File: config.mk
export PLATFORM = sky130hd
export DESIGN_NAME = compact_instruction_decoder_top
export DESIGN_NICKNAME = d
export VERILOG_FILES = /design/src/hdl/cid_pkg.sv /design/src/hdl/compact_instruction_decoder_top.sv
export SDC_FILE = /design/constraint.sdc
export NUM_CORES = 1
export LEC_CHECK = 0
export BUFFER_PORTS_ARGS = -buffer_cell sky130_fd_sc_hd__buf_2
export CAP_MARGIN = 15
export CORE_ASPECT_RATIO = 1.5
export CORE_MARGIN = 10
export CORE_UTILIZATION = 50
export CTS_BUF_LIST = sky130_fd_sc_hd__clkbuf_8
export DETAILED_ROUTE_END_ITERATION = 10
export HOLD_SLACK_MARGIN = 0.02
export PLACE_DENSITY = 0.74
export RECOVER_POWER = 25
export REMOVE_ABC_BUFFERS = 1
export SLEW_MARGIN = 20
export SYNTH_ARGS = -nofsm -noshare
export SYNTH_HDL_FRONTEND = slang
export SYNTH_SLANG_ARGS = --single-unit
File: constraint.sdc
create_clock -name clk -period 3.81 [get_ports clk]
set_clock_uncertainty 0.15 [all_clocks]
set_input_delay 0.762 -clock clk [delete_from_list [all_inputs] [get_ports clk]]
set_output_delay 0.762 -clock clk [all_outputs]
set_load 0.02 [all_outputs]
File: src/hdl/cid_pkg.sv
// Shared types and codes for the compact instruction decoder.
`default_nettype none
package cid_pkg;

  localparam int unsigned IN_DATA_W  = 32;
  localparam int unsigned OUT_DATA_W = 80;

  localparam logic [5:0] TYPE_UNKNOWN  = 6'd0;
  localparam logic [5:0] TYPE_LSL_IMM  = 6'd1;
  localparam logic [5:0] TYPE_ADD_REG  = 6'd4;
  localparam logic [5:0] TYPE_ADD_IMM3 = 6'd6;
  localparam logic [5:0] TYPE_SUB_IMM3 = 6'd7;
  localparam logic [5:0] TYPE_MOV_IMM8 = 6'd8;
  localparam logic [5:0] TYPE_SUB_IMM8 = 6'd11;
  localparam logic [5:0] TYPE_ALU_BASE = 6'd12;
  localparam logic [5:0] TYPE_ADD_HI   = 6'd28;
  localparam logic [5:0] TYPE_BX       = 6'd31;
  localparam logic [5:0] TYPE_BLX      = 6'd32;
  localparam logic [5:0] TYPE_LDR_PC   = 6'd33;
  localparam logic [5:0] TYPE_LDST_REG = 6'd34;
  localparam logic [5:0] TYPE_STR_IMM  = 6'd42;
  localparam logic [5:0] TYPE_STRH_IMM = 6'd46;
  localparam logic [5:0] TYPE_STR_SP   = 6'd48;
  localparam logic [5:0] TYPE_ADR_PC   = 6'd50;
  localparam logic [5:0] TYPE_ADR_SP   = 6'd51;
  localparam logic [5:0] TYPE_PUSH     = 6'd52;
  localparam logic [5:0] TYPE_POP      = 6'd53;
  localparam logic [5:0] TYPE_ADD_SP   = 6'd54;
  localparam logic [5:0] TYPE_STMIA    = 6'd56;
  localparam logic [5:0] TYPE_SVC      = 6'd58;
  localparam logic [5:0] TYPE_BCOND    = 6'd59;
  localparam logic [5:0] TYPE_B        = 6'd60;
  localparam logic [5:0] TYPE_BL       = 6'd61;
  localparam logic [5:0] TYPE_BKPT     = 6'd62;
  localparam logic [5:0] TYPE_HINT     = 6'd63;

  localparam logic [4:0] REG_NONE = 5'd16;
  localparam logic [4:0] REG_SP   = 5'd13;
  localparam logic [4:0] REG_PC   = 5'd15;

  localparam logic [3:0] COND_AL    = 4'd14;
  localparam logic [3:0] COND_NV    = 4'd15;
  localparam logic [3:0] SUB_ADD    = 4'd1;
  localparam logic [3:0] SUB_SUB    = 4'd2;
  localparam logic [3:0] SUB_BL     = 4'd1;

  localparam logic [1:0] SIZE_WORD = 2'd0;
  localparam logic [1:0] SIZE_BYTE = 2'd1;
  localparam logic [1:0] SIZE_HALF = 2'd2;

  typedef struct packed {
    logic [1:0]  access_size;
    logic        is_load;
    logic [15:0] register_list;
    logic [3:0]  sub_op;
    logic [4:0]  shift_count;
    logic        set_flags;
    logic [3:0]  condition;
    logic [23:0] immediate;
    logic [4:0]  second_reg;
    logic [4:0]  base_reg;
    logic [4:0]  dest_reg;
    logic [5:0]  inst_type;
  } dec_t;

endpackage
`default_nettype wire

File: src/hdl/compact_instruction_decoder_top.sv
// Compact instruction decoder: input register, single decode stage, output register.
// One instruction is taken per cycle unless the result register is stalled; its decoded
// fields are captured first by the input register and then by the result
// register behind one decode stage. out_tready feeds in_tready combinationally, so a
// stalled result register lets one more item wait in the input register before the
// input stalls.
// A 32-bit pair that is not a branch-with-link decodes as unknown with default fields.
`default_nettype none
module compact_instruction_decoder_top (
  input  wire logic        clk,
  input  wire logic        rst_n,
  input  wire logic        in_tvalid,
  output logic             in_tready,
  input  wire logic [31:0] in_tdata,   // instr_word[31:0]
  input  wire logic        in_tuser,   // kind
  output logic             out_tvalid,
  input  wire logic        out_tready,
  // inst_type[5:0], dest_reg[10:6], base_reg[15:11], second_reg[20:16],
  // immediate[44:21], condition[48:45], set_flags[49], shift_count[54:50],
  // sub_op[58:55], register_list[74:59], is_load[75], access_size[77:76], zero[79:78]
  output logic [79:0]      out_tdata
);

  logic                       in_vld_r;
  logic                       in_vld_nxt;
  logic [31:0]                in_word_r;
  logic                       in_kind_r;
  logic                       out_vld_r;
  cid_pkg::dec_t              out_dec_r;
  cid_pkg::dec_t              dec_nxt;
  logic                       advance;
  logic                       in_xfer;

  logic [15:0] h;
  logic [15:0] b;
  logic [4:0]  top5;
  logic [3:0]  top4;
  logic [2:0]  op3;
  logic        ld;
  logic        s;

  assign advance   = !out_vld_r || out_tready;
  assign in_tready = !in_vld_r || advance;
  assign in_xfer   = in_tvalid && in_tready;

  always_comb begin
    if (in_xfer) begin
      in_vld_nxt = 1'b1;
    end else if (advance) begin
      in_vld_nxt = 1'b0;
    end else begin
      in_vld_nxt = in_vld_r;
    end
  end

  always_ff @(posedge clk) begin
    if (!rst_n) begin
      in_vld_r  <= 1'b0;
      out_vld_r <= 1'b0;
    end else begin
      in_vld_r <= in_vld_nxt;
      if (advance) begin
        out_vld_r <= in_vld_r;
      end
    end
  end

  always_ff @(posedge clk) begin
    if (in_xfer) begin
      in_word_r <= in_tdata;
      in_kind_r <= in_tuser;
    end
    if (advance) begin
      out_dec_r <= dec_nxt;
    end
  end

  assign h    = in_word_r[15:0];
  assign b    = in_word_r[31:16];
  assign top5 = h[15:11];
  assign top4 = h[15:12];
  assign op3  = h[11:9];
  assign ld   = h[11];
  assign s    = h[10];

  always_comb begin
    dec_nxt               = '0;
    dec_nxt.inst_type     = cid_pkg::TYPE_UNKNOWN;
    dec_nxt.dest_reg      = cid_pkg::REG_NONE;
    dec_nxt.base_reg      = cid_pkg::REG_NONE;
    dec_nxt.second_reg    = cid_pkg::REG_NONE;
    if (in_kind_r) begin
      if (h[15:11] == 5'b11110 && b[15:14] == 2'b11 && b[12]) begin
        dec_nxt.inst_type = cid_pkg::TYPE_BL;
        dec_nxt.condition = cid_pkg::COND_AL;
        dec_nxt.sub_op    = cid_pkg::SUB_BL;
        dec_nxt.immediate = {s, ~(b[13] ^ s), ~(b[11] ^ s), h[9:0], b[10:0]};
      end
    end else if (top5 inside {[5'd0:5'd2]}) begin
      dec_nxt.dest_reg     = {2'b0, h[2:0]};
      dec_nxt.second_reg   = {2'b0, h[5:3]};
      dec_nxt.shift_count  = h[10:6];
      dec_nxt.inst_type    = cid_pkg::TYPE_LSL_IMM + {4'b0, top5[1:0]};
    end else if (top5 == 5'd3) begin
      dec_nxt.dest_reg  = {2'b0, h[2:0]};
      dec_nxt.base_reg  = {2'b0, h[5:3]};
      if (h[10]) begin
        dec_nxt.immediate = {21'b0, h[8:6]};
      end else begin
        dec_nxt.second_reg = {2'b0, h[8:6]};
      end
      dec_nxt.sub_op    = h[9] ? cid_pkg::SUB_SUB : cid_pkg::SUB_ADD;
      dec_nxt.set_flags = 1'b1;
      dec_nxt.inst_type = cid_pkg::TYPE_ADD_REG + {4'b0, h[10], h[9]};
    end else if (top4 inside {4'd2, 4'd3}) begin
      dec_nxt.dest_reg  = {2'b0, h[10:8]};
      dec_nxt.base_reg  = {2'b0, h[10:8]};
      dec_nxt.immediate = {16'b0, h[7:0]};
      dec_nxt.sub_op    = {2'b0, h[12:11]};
      dec_nxt.set_flags = 1'b1;
      dec_nxt.inst_type = cid_pkg::TYPE_MOV_IMM8 + {4'b0, h[12:11]};
    end else if (h[15:10] == 6'b010000) begin
      dec_nxt.dest_reg   = {2'b0, h[2:0]};
      dec_nxt.base_reg   = {2'b0, h[2:0]};
      dec_nxt.second_reg = {2'b0, h[5:3]};
      dec_nxt.sub_op     = h[9:6];
      dec_nxt.inst_type  = cid_pkg::TYPE_ALU_BASE + {2'b0, h[9:6]};
    end else if (h[15:10] == 6'b010001) begin
      dec_nxt.dest_reg   = {1'b0, h[7], h[2:0]};
      dec_nxt.second_reg = {1'b0, h[6], h[5:3]};
      dec_nxt.sub_op     = {2'b0, h[9:8]};
      dec_nxt.condition  = cid_pkg::COND_AL;
      if (h[9:8] != 2'd3) begin
        dec_nxt.inst_type = cid_pkg::TYPE_ADD_HI + {4'b0, h[9:8]};
      end else begin
        dec_nxt.inst_type = h[7] ? cid_pkg::TYPE_BLX : cid_pkg::TYPE_BX;
      end
    end else if (top5 == 5'd9) begin
      dec_nxt.dest_reg  = {2'b0, h[10:8]};
      dec_nxt.immediate = {14'b0, h[7:0], 2'b0};
      dec_nxt.base_reg  = cid_pkg::REG_PC;
      dec_nxt.is_load   = 1'b1;
      dec_nxt.inst_type = cid_pkg::TYPE_LDR_PC;
    end else if (top4 == 4'd5) begin
      dec_nxt.dest_reg   = {2'b0, h[2:0]};
      dec_nxt.base_reg   = {2'b0, h[5:3]};
      dec_nxt.second_reg = {2'b0, h[8:6]};
      dec_nxt.is_load    = (op3 >= 3'd3);
      case (op3)
        3'd1, 3'd5, 3'd7: dec_nxt.access_size = cid_pkg::SIZE_HALF;
        3'd2, 3'd3, 3'd6: dec_nxt.access_size = cid_pkg::SIZE_BYTE;
        default:          dec_nxt.access_size = cid_pkg::SIZE_WORD;
      endcase
      case (op3)
        3'd3:    dec_nxt.sub_op = 4'd1;
        3'd5:    dec_nxt.sub_op = 4'd2;
        3'd7:    dec_nxt.sub_op = 4'd3;
        default: dec_nxt.sub_op = 4'd0;
      endcase
      dec_nxt.inst_type = cid_pkg::TYPE_LDST_REG + {3'b0, op3};
    end else if (top4 inside {4'd6, 4'd7}) begin
      dec_nxt.dest_reg  = {2'b0, h[2:0]};
      dec_nxt.base_reg  = {2'b0, h[5:3]};
      dec_nxt.immediate = h[12] ? {19'b0, h[10:6]} : {17'b0, h[10:6], 2'b0};
      dec_nxt.is_load   = ld;
      dec_nxt.access_size = h[12] ? cid_pkg::SIZE_BYTE : cid_pkg::SIZE_WORD;
      dec_nxt.inst_type = cid_pkg::TYPE_STR_IMM + {4'b0, h[12], ld};
    end else if (top4 == 4'd8) begin
      dec_nxt.dest_reg    = {2'b0, h[2:0]};
      dec_nxt.base_reg    = {2'b0, h[5:3]};
      dec_nxt.immediate   = {18'b0, h[10:6], 1'b0};
      dec_nxt.is_load     = ld;
      dec_nxt.access_size = cid_pkg::SIZE_HALF;
      dec_nxt.inst_type   = cid_pkg::TYPE_STRH_IMM + {5'b0, ld};
    end else if (top4 == 4'd9) begin
      dec_nxt.dest_reg  = {2'b0, h[10:8]};
      dec_nxt.immediate = {14'b0, h[7:0], 2'b0};
      dec_nxt.base_reg  = cid_pkg::REG_SP;
      dec_nxt.is_load   = ld;
      dec_nxt.inst_type = cid_pkg::TYPE_STR_SP + {5'b0, ld};
    end else if (top4 == 4'd10) begin
      dec_nxt.dest_reg  = {2'b0, h[10:8]};
      dec_nxt.immediate = {14'b0, h[7:0], 2'b0};
      dec_nxt.base_reg  = ld ? cid_pkg::REG_SP : cid_pkg::REG_PC;
      dec_nxt.sub_op    = cid_pkg::SUB_ADD;
      dec_nxt.inst_type = ld ? cid_pkg::TYPE_ADR_SP : cid_pkg::TYPE_ADR_PC;
    end else if (top4 == 4'd11) begin
      if (h[15:8] == 8'hBE) begin
        dec_nxt.inst_type = cid_pkg::TYPE_BKPT;
      end else if (h[15:8] == 8'hBF) begin
        dec_nxt.inst_type = cid_pkg::TYPE_HINT;
      end else if (h[10:9] == 2'b10) begin
        dec_nxt.register_list = {ld & h[8], ~ld & h[8], 6'b0, h[7:0]};
        dec_nxt.is_load       = ld;
        dec_nxt.base_reg      = cid_pkg::REG_SP;
        dec_nxt.inst_type     = ld ? cid_pkg::TYPE_POP : cid_pkg::TYPE_PUSH;
      end else if (h[15:8] == 8'hB0) begin
        dec_nxt.immediate = {15'b0, h[6:0], 2'b0};
        dec_nxt.sub_op    = h[7] ? cid_pkg::SUB_SUB : cid_pkg::SUB_ADD;
        dec_nxt.dest_reg  = cid_pkg::REG_SP;
        dec_nxt.base_reg  = cid_pkg::REG_SP;
        dec_nxt.inst_type = cid_pkg::TYPE_ADD_SP + {5'b0, h[7]};
      end
    end else if (top4 == 4'd12) begin
      dec_nxt.base_reg      = {2'b0, h[10:8]};
      dec_nxt.register_list = {8'b0, h[7:0]};
      dec_nxt.is_load       = ld;
      dec_nxt.inst_type     = cid_pkg::TYPE_STMIA + {5'b0, ld};
    end else if (top4 == 4'd13) begin
      if (h[11:8] == cid_pkg::COND_NV) begin
        dec_nxt.inst_type = cid_pkg::TYPE_SVC;
        dec_nxt.immediate = {16'b0, h[7:0]};
      end else if (h[11:8] != cid_pkg::COND_AL) begin
        dec_nxt.inst_type = cid_pkg::TYPE_BCOND;
        dec_nxt.condition = h[11:8];
        dec_nxt.immediate = {{15{h[7]}}, h[7:0], 1'b0};
      end
    end else if (top5 == 5'h1C) begin
      dec_nxt.inst_type = cid_pkg::TYPE_B;
      dec_nxt.condition = cid_pkg::COND_AL;
      dec_nxt.immediate = {{12{h[10]}}, h[10:0], 1'b0};
    end else if (top4 == 4'd15) begin
      dec_nxt.inst_type = cid_pkg::TYPE_BL;
      dec_nxt.condition = cid_pkg::COND_AL;
      dec_nxt.sub_op    = cid_pkg::SUB_BL;
    end
  end

  assign out_tvalid = out_vld_r;
  assign out_tdata  = {2'b0, out_dec_r};

`ifndef SYNTHESIS
  a_in_captured: assert property (@(posedge clk) disable iff (!rst_n)
    in_xfer |=> in_vld_r)
    else $error("accepted transfer not held in input register");

  a_out_loaded: assert property (@(posedge clk) disable iff (!rst_n)
    in_vld_r && advance |=> out_vld_r)
    else $error("decoded item not moved to result register");

  a_unknown_defaults: assert property (@(posedge clk) disable iff (!rst_n)
    out_vld_r && out_dec_r.inst_type == cid_pkg::TYPE_UNKNOWN |->
      out_dec_r.dest_reg == cid_pkg::REG_NONE && out_dec_r.base_reg == cid_pkg::REG_NONE &&
      out_dec_r.register_list == 16'd0 && out_dec_r.immediate == 24'd0)
    else $error("unknown instruction with non-default fields");

  a_flags_forms: assert property (@(posedge clk) disable iff (!rst_n)
    out_vld_r && out_dec_r.set_flags |->
      out_dec_r.inst_type >= cid_pkg::TYPE_ADD_REG &&
      out_dec_r.inst_type <= cid_pkg::TYPE_SUB_IMM8)
    else $error("set_flags on a form that does not set flags");
`endif

endmodule
`default_nettype wire
* After elaboration in Yosys (flattened, before gate mapping)
Index checks and enable logic that the tools add are counted.
Widths: inputs -> output; s select.
** Cells by class
- Add/sub/neg operators :: 11
- Multipliers :: 0
- Divide/modulo/power cells :: 0
- $lt $le $gt $ge :: 3
- Equal/unequal tests :: 32
- Shift-type cells :: 0
- Mux-type cells :: 139
- Bitwise operators :: 8
- Reduce and logical (&&, ||, !) cells :: 19
** Operator list (count)
- $mux 28 :: 10
- $mux 16 :: 15
- $mux 24 :: 10
- $mux 17 :: 14
- $mux 4 :: 24
- $mux 21 :: 4
- $mux 6 :: 14
- $mux 20 :: 4
- $mux 5 :: 12
- $mux 45 :: 1
- $mux 9 :: 4
- $eq 4x4->1 const B :: 8
- $eq 8x8->1 const B :: 3
- $mux 11 :: 2
- $mux 10 :: 2
- $add 5x2->6 const A :: 3
- $eq 4x3->1 const B :: 3
- $eq 6x5->1 const B :: 2
- $mux 1 :: 12
- $reduce_or 11->1 :: 1
- $add 4x2->5 const A :: 2
- $eq 5x5->1 const B :: 2
- $mux 2 :: 5
- $eq 3x3->1 const B :: 3
- other kinds (33) :: 52
** Storage, ports and cells
- Flip-flop bits (word level) :: 113
- Bits in latches :: 0
- Memory bits (writable) :: 0
- ROM bits :: 0
- Input port bits :: 37
- Logic and storage cells :: 231
- Memories kept :: 0

* Logic depth before layout (Yosys ltp)
- Word-level depth :: 29
- Mapped depth :: 11

* Least setup slack after synthesis
Ideal clock, no wire load.
- Kind :: input-to-reg
- Start point :: input port out_tready
- End point :: register out_dec_r, in the netlist out_tdata[0] (enable)
- Setup time :: 426 ps
- Arrival time :: 2232 ps
- Required time :: 3234 ps
- Slack :: 1002 ps
- Stages :: 2
- Path buffers :: 0
- Path through :: nor2b_1 inv_1
** Between the ends
- Cells in the longest elaborated chain, start to end :: 1
** Ends and longest elaborated chain
- start, declared :: line compact_instruction_decoder_top.sv:17 : input wire logic out_tready,
- $logic_or 1x1->1 :: line compact_instruction_decoder_top.sv:42 : assign advance = !out_vld_r || out_tready;
- via advance :: line compact_instruction_decoder_top.sv:31 : logic advance;
- end signal, assigned :: line compact_instruction_decoder_top.sv:74 : out_dec_r <= dec_nxt;
- end, declared :: line compact_instruction_decoder_top.sv:29 : cid_pkg::dec_t out_dec_r;
The timed path passes the listed nets, and every way through them passes these cells.
A chain may end at the register's enable or synchronous reset.

==> flow_summary.yaml <==
timing:
  setup_ws_ps: 778
  rsz0062_at_grt: "false"
  worst_pin_slew_ps: 1720
  finalCritPeriodShare_pct: 79.6
  fin_tns_setup_ps: 0
  holdWs_ps: 360
  max_freq_ghz: 0.330
  hold_violations: 0
  slew_headroom_pct: -14.9
  period_needed_ps: 3030
  setup_violations: 0
  drv_slew: 34
setup_path:
  timing.critical_path.to: "out_tdata[26]$_DFFE_PP_"
  r2r_cells: 7
  cp-start-kind: "flip-flop"
  cp-end-kind: "flip-flop"
  path_cells: "inv_1, ha_1, nor3_1, buf_4, or3_1, a2111o_1, o311ai_1"
  r2r_end: "out_tdata[26]$_DFFE_PP_"
  ff2ff_setup_slack_ps: 780
  crit_path_start: "in_word_r[12]$_DFFE_PP_"
  rr_startpoint: "in_word_r[12]$_DFFE_PP_"
  critPathMaxStageDelay_ps: 680
  crit_slowest_cell: "edfxtp_1"
  cp_data_arrival_time_ps: 3070
  crit_type: "reg -> reg"
  cp_max_fo: 16
  required_ps: 3850
die:
  rows: 48
  coreArea_mm2: 0.0116
  die_x_um: 109
  floorplan.initialDensity_pct: 51.2
  ios: 119
  dieArea_mm2: 0.0167
  fp.dieH_um: 153
clock_network:
  cts-resized-gates: 0
  path_clk_slew_ps: 100
  ctsHoldBuffers: 0
  cts.sink_count: 107
  cts_root_buffer: "clkbuf_8"
  cts_buffer_depth: 2
  cts_max_level: 3
  cts_tree: "built"
  numCtsBuffers: 9
  postCtsSetupBuffers: 0
  clock_latency_ps: 380
detailed_routing:
  drcViolationCount: 0
  finalWirelength_um: 20300
  vias_per_cell: 6.55
  drtIter0Drc: 640
  wl_per_cell_um: 24.7
  drt_first_pass_iters: 5
  routedLengthMet1_um: 7460
  antenna_left: 0
  wl_met2_um: 9970
  highest_layer: "met4"
  wl_met3_um: 1720
  vias: 5368
pwr:
  powerDensity_mw_per_mm2: 377
  pwr-share-seq_pct: 55.2
  p_sw_mw: 0.753
  power.clock.fraction_pct: 27.6
  p_sw_share_pct: 29.3
  pwr-share-comb_pct: 17.1
  cellLeakagePower_nw: 2.85
  internal-power_mw: 1.82
  vdd_drop_max_v: 0.000250
global_route:
  grt-ovfl-total: 0
  gr-usage-all-layers_pct: 23.9
  grt_pass1_vias: 5337
  grt_pass1_wl_um: 30600
  grt_max_degree: 73
  antenna_found_initial: 0
placement:
  routabilityCongestion: 1.06
  dpl.cell_count: 804
  dp_slack_ps: 849
  port_buffers: 110
  place_hpwl_um: 14600
logic_synthesis:
  synth_edf_count: 105
  synthArstFlopShare_pct: 0
  synthFlopType: "edfxtp_1"
  yosysSeqAreaShare_pct: 53.8
  synth.distinct_cells: 69
  syn_area_per_cell_um2: 10.5
  ys_ff_latch: 107
  ys_warn_count: 0
  synthCells: 563
  syn_area_mm2: 0.00594
cells_and_area:
  final_core_util_pct: 58.9
  nFillCells: 1027
  antenna-diode-count: 0
  multiInputGateArea_mm2: 0.00247
  layout-drive-gt1-share_pct: 25.4
  seqCellArea_mm2: 0.00319
  fin_nets: 713
  syn_to_final_growth_pct: 15.1
  final_cells: 820
status:
  outcome: "finished, violations left"
  violations: "max-capacitance violations, max-slew violations"
run:
  drv_cap: 1
hold_path:
  min_path_type: "reg -> reg"
  hold_start: "in_vld_r$_SDFFE_PN0P_"
critical path: cells and delay by family (launching register included):
kind	cells	cell delay (ps)
AOI/OAI and AO/OA	2	480
DFF	1	680
and+or+nand+nor	2	500
adders and majority gates	1	480
buffers and inverters	2	550
state kept, by name, summed over array words and instances (netlist names):
name	flops
in_kind_r	1
in_word_r	32
out_tvalid	1
in_vld_r	1
out_tdata	72
how the worst min path moves through the flow:
stage,to,depth (start not counted)
after CTS,out_tvalid$_SDFFE_PN0P_,1
after global routing,in_word_r[0]$_DFFE_PP_,1
after global placement,out_tvalid$_SDFFE_PN0P_,1
after floorplan,out_tvalid$_SDFFE_PN0P_,1
final,out_tvalid$_SDFFE_PN0P_,1
after detailed placement,out_tvalid$_SDFFE_PN0P_,1
cell usage in the layout (no fill, tap or decap), types with 8 or more instances in the layout:
master	synthesis	routed
o22ai_1	13	13
ha_1	11	11
buf_2	12	107
nor3_1	15	14
buf_4	14	27
edfxtp_1	105	105
and2_1	19	18
a22oi_1	11	11
o21ai_0	35	35
a21oi_1	41	41
nand2_1	50	50
a21o_1	9	9
nor2b_1	10	10
nor2_1	37	37
o21ai_1	14	14
a31oi_1	15	15
conb_1	1	8
clkbuf_8	0	9
kinds of logic (layout without fill, tap and decap cells):
logic type	count (synthesis)	after routing	share of synthesized area, %
AO/OA/AOI/OAI	195	195	21.8
XOR/XNOR	2	2	0.295
adder cells (fa/ha/maj)	11	11	2.32
buffers and inverters	61	161	5.12
flip-flops	107	107	53.8
multiplexers	2	2	0.358
other	1	8	0.0632
AND/OR/NAND/NOR	184	184	16.3
stage by stage:
stage                     instance area [µm²]  power [mW]
after floorplan                          5690        1.69
after global placement                   6640        1.88
after detailed placement                 6640        1.88
after CTS                                6840        2.58
after global routing                     6830        2.66
final                                    6830        2.57
power groups by stage:
stage          clock network, mW  logic, mW  registers (mW)
2_1_floorplan                  0      0.178            1.51
3_3_place_gp                   0      0.434            1.45
3_5_place_dp                   0      0.434            1.45
4_1_cts                    0.723      0.436            1.42
5_1_grt                    0.764      0.470            1.43
6_report                   0.711      0.441            1.42
synthesized netlist by cell type (10+ instances only):
| cell type | number | share of area (%) |
|---|---|---|
| a21oi_1 | 41 | 3.5 |
| a22oi_1 | 11 | 1.4 |
| a31oi_1 | 15 | 1.6 |
| and2_1 | 19 | 2.0 |
| buf_2 | 12 | 1.0 |
| buf_4 | 14 | 1.8 |
| clkbuf_1 | 27 | 1.7 |
| edfxtp_1 | 105 | 53 |
| ha_1 | 11 | 2.3 |
| nand2_1 | 50 | 3.2 |
| nor2_1 | 37 | 2.3 |
| nor2b_1 | 10 | 1.1 |
| nor3_1 | 15 | 1.3 |
| o21ai_0 | 35 | 3.0 |
| o21ai_1 | 14 | 1.2 |
| o22ai_1 | 13 | 1.4 |
metal layers:
layer  global-route usage [%]  vias to the layer above
li1                         -                     2333
met1                     28.5                     2570
met2                     38.5                      378
met3                     4.12                       87
met4                     15.1                        0
met5                        0                        -
area by class of cell:
type | count | area share, %
flip-flops and latches | 107 | 46.7
multi-input cells | 402 | 36.2
repair buffers | 138 | 11.0
well taps | 150 | 2.75
clock buffers | 9 | 1.81
clock inverters | 7 | 1.14
inverters | 7 | 0.385
No activity file was read; power rests on OpenSTA's default activity.
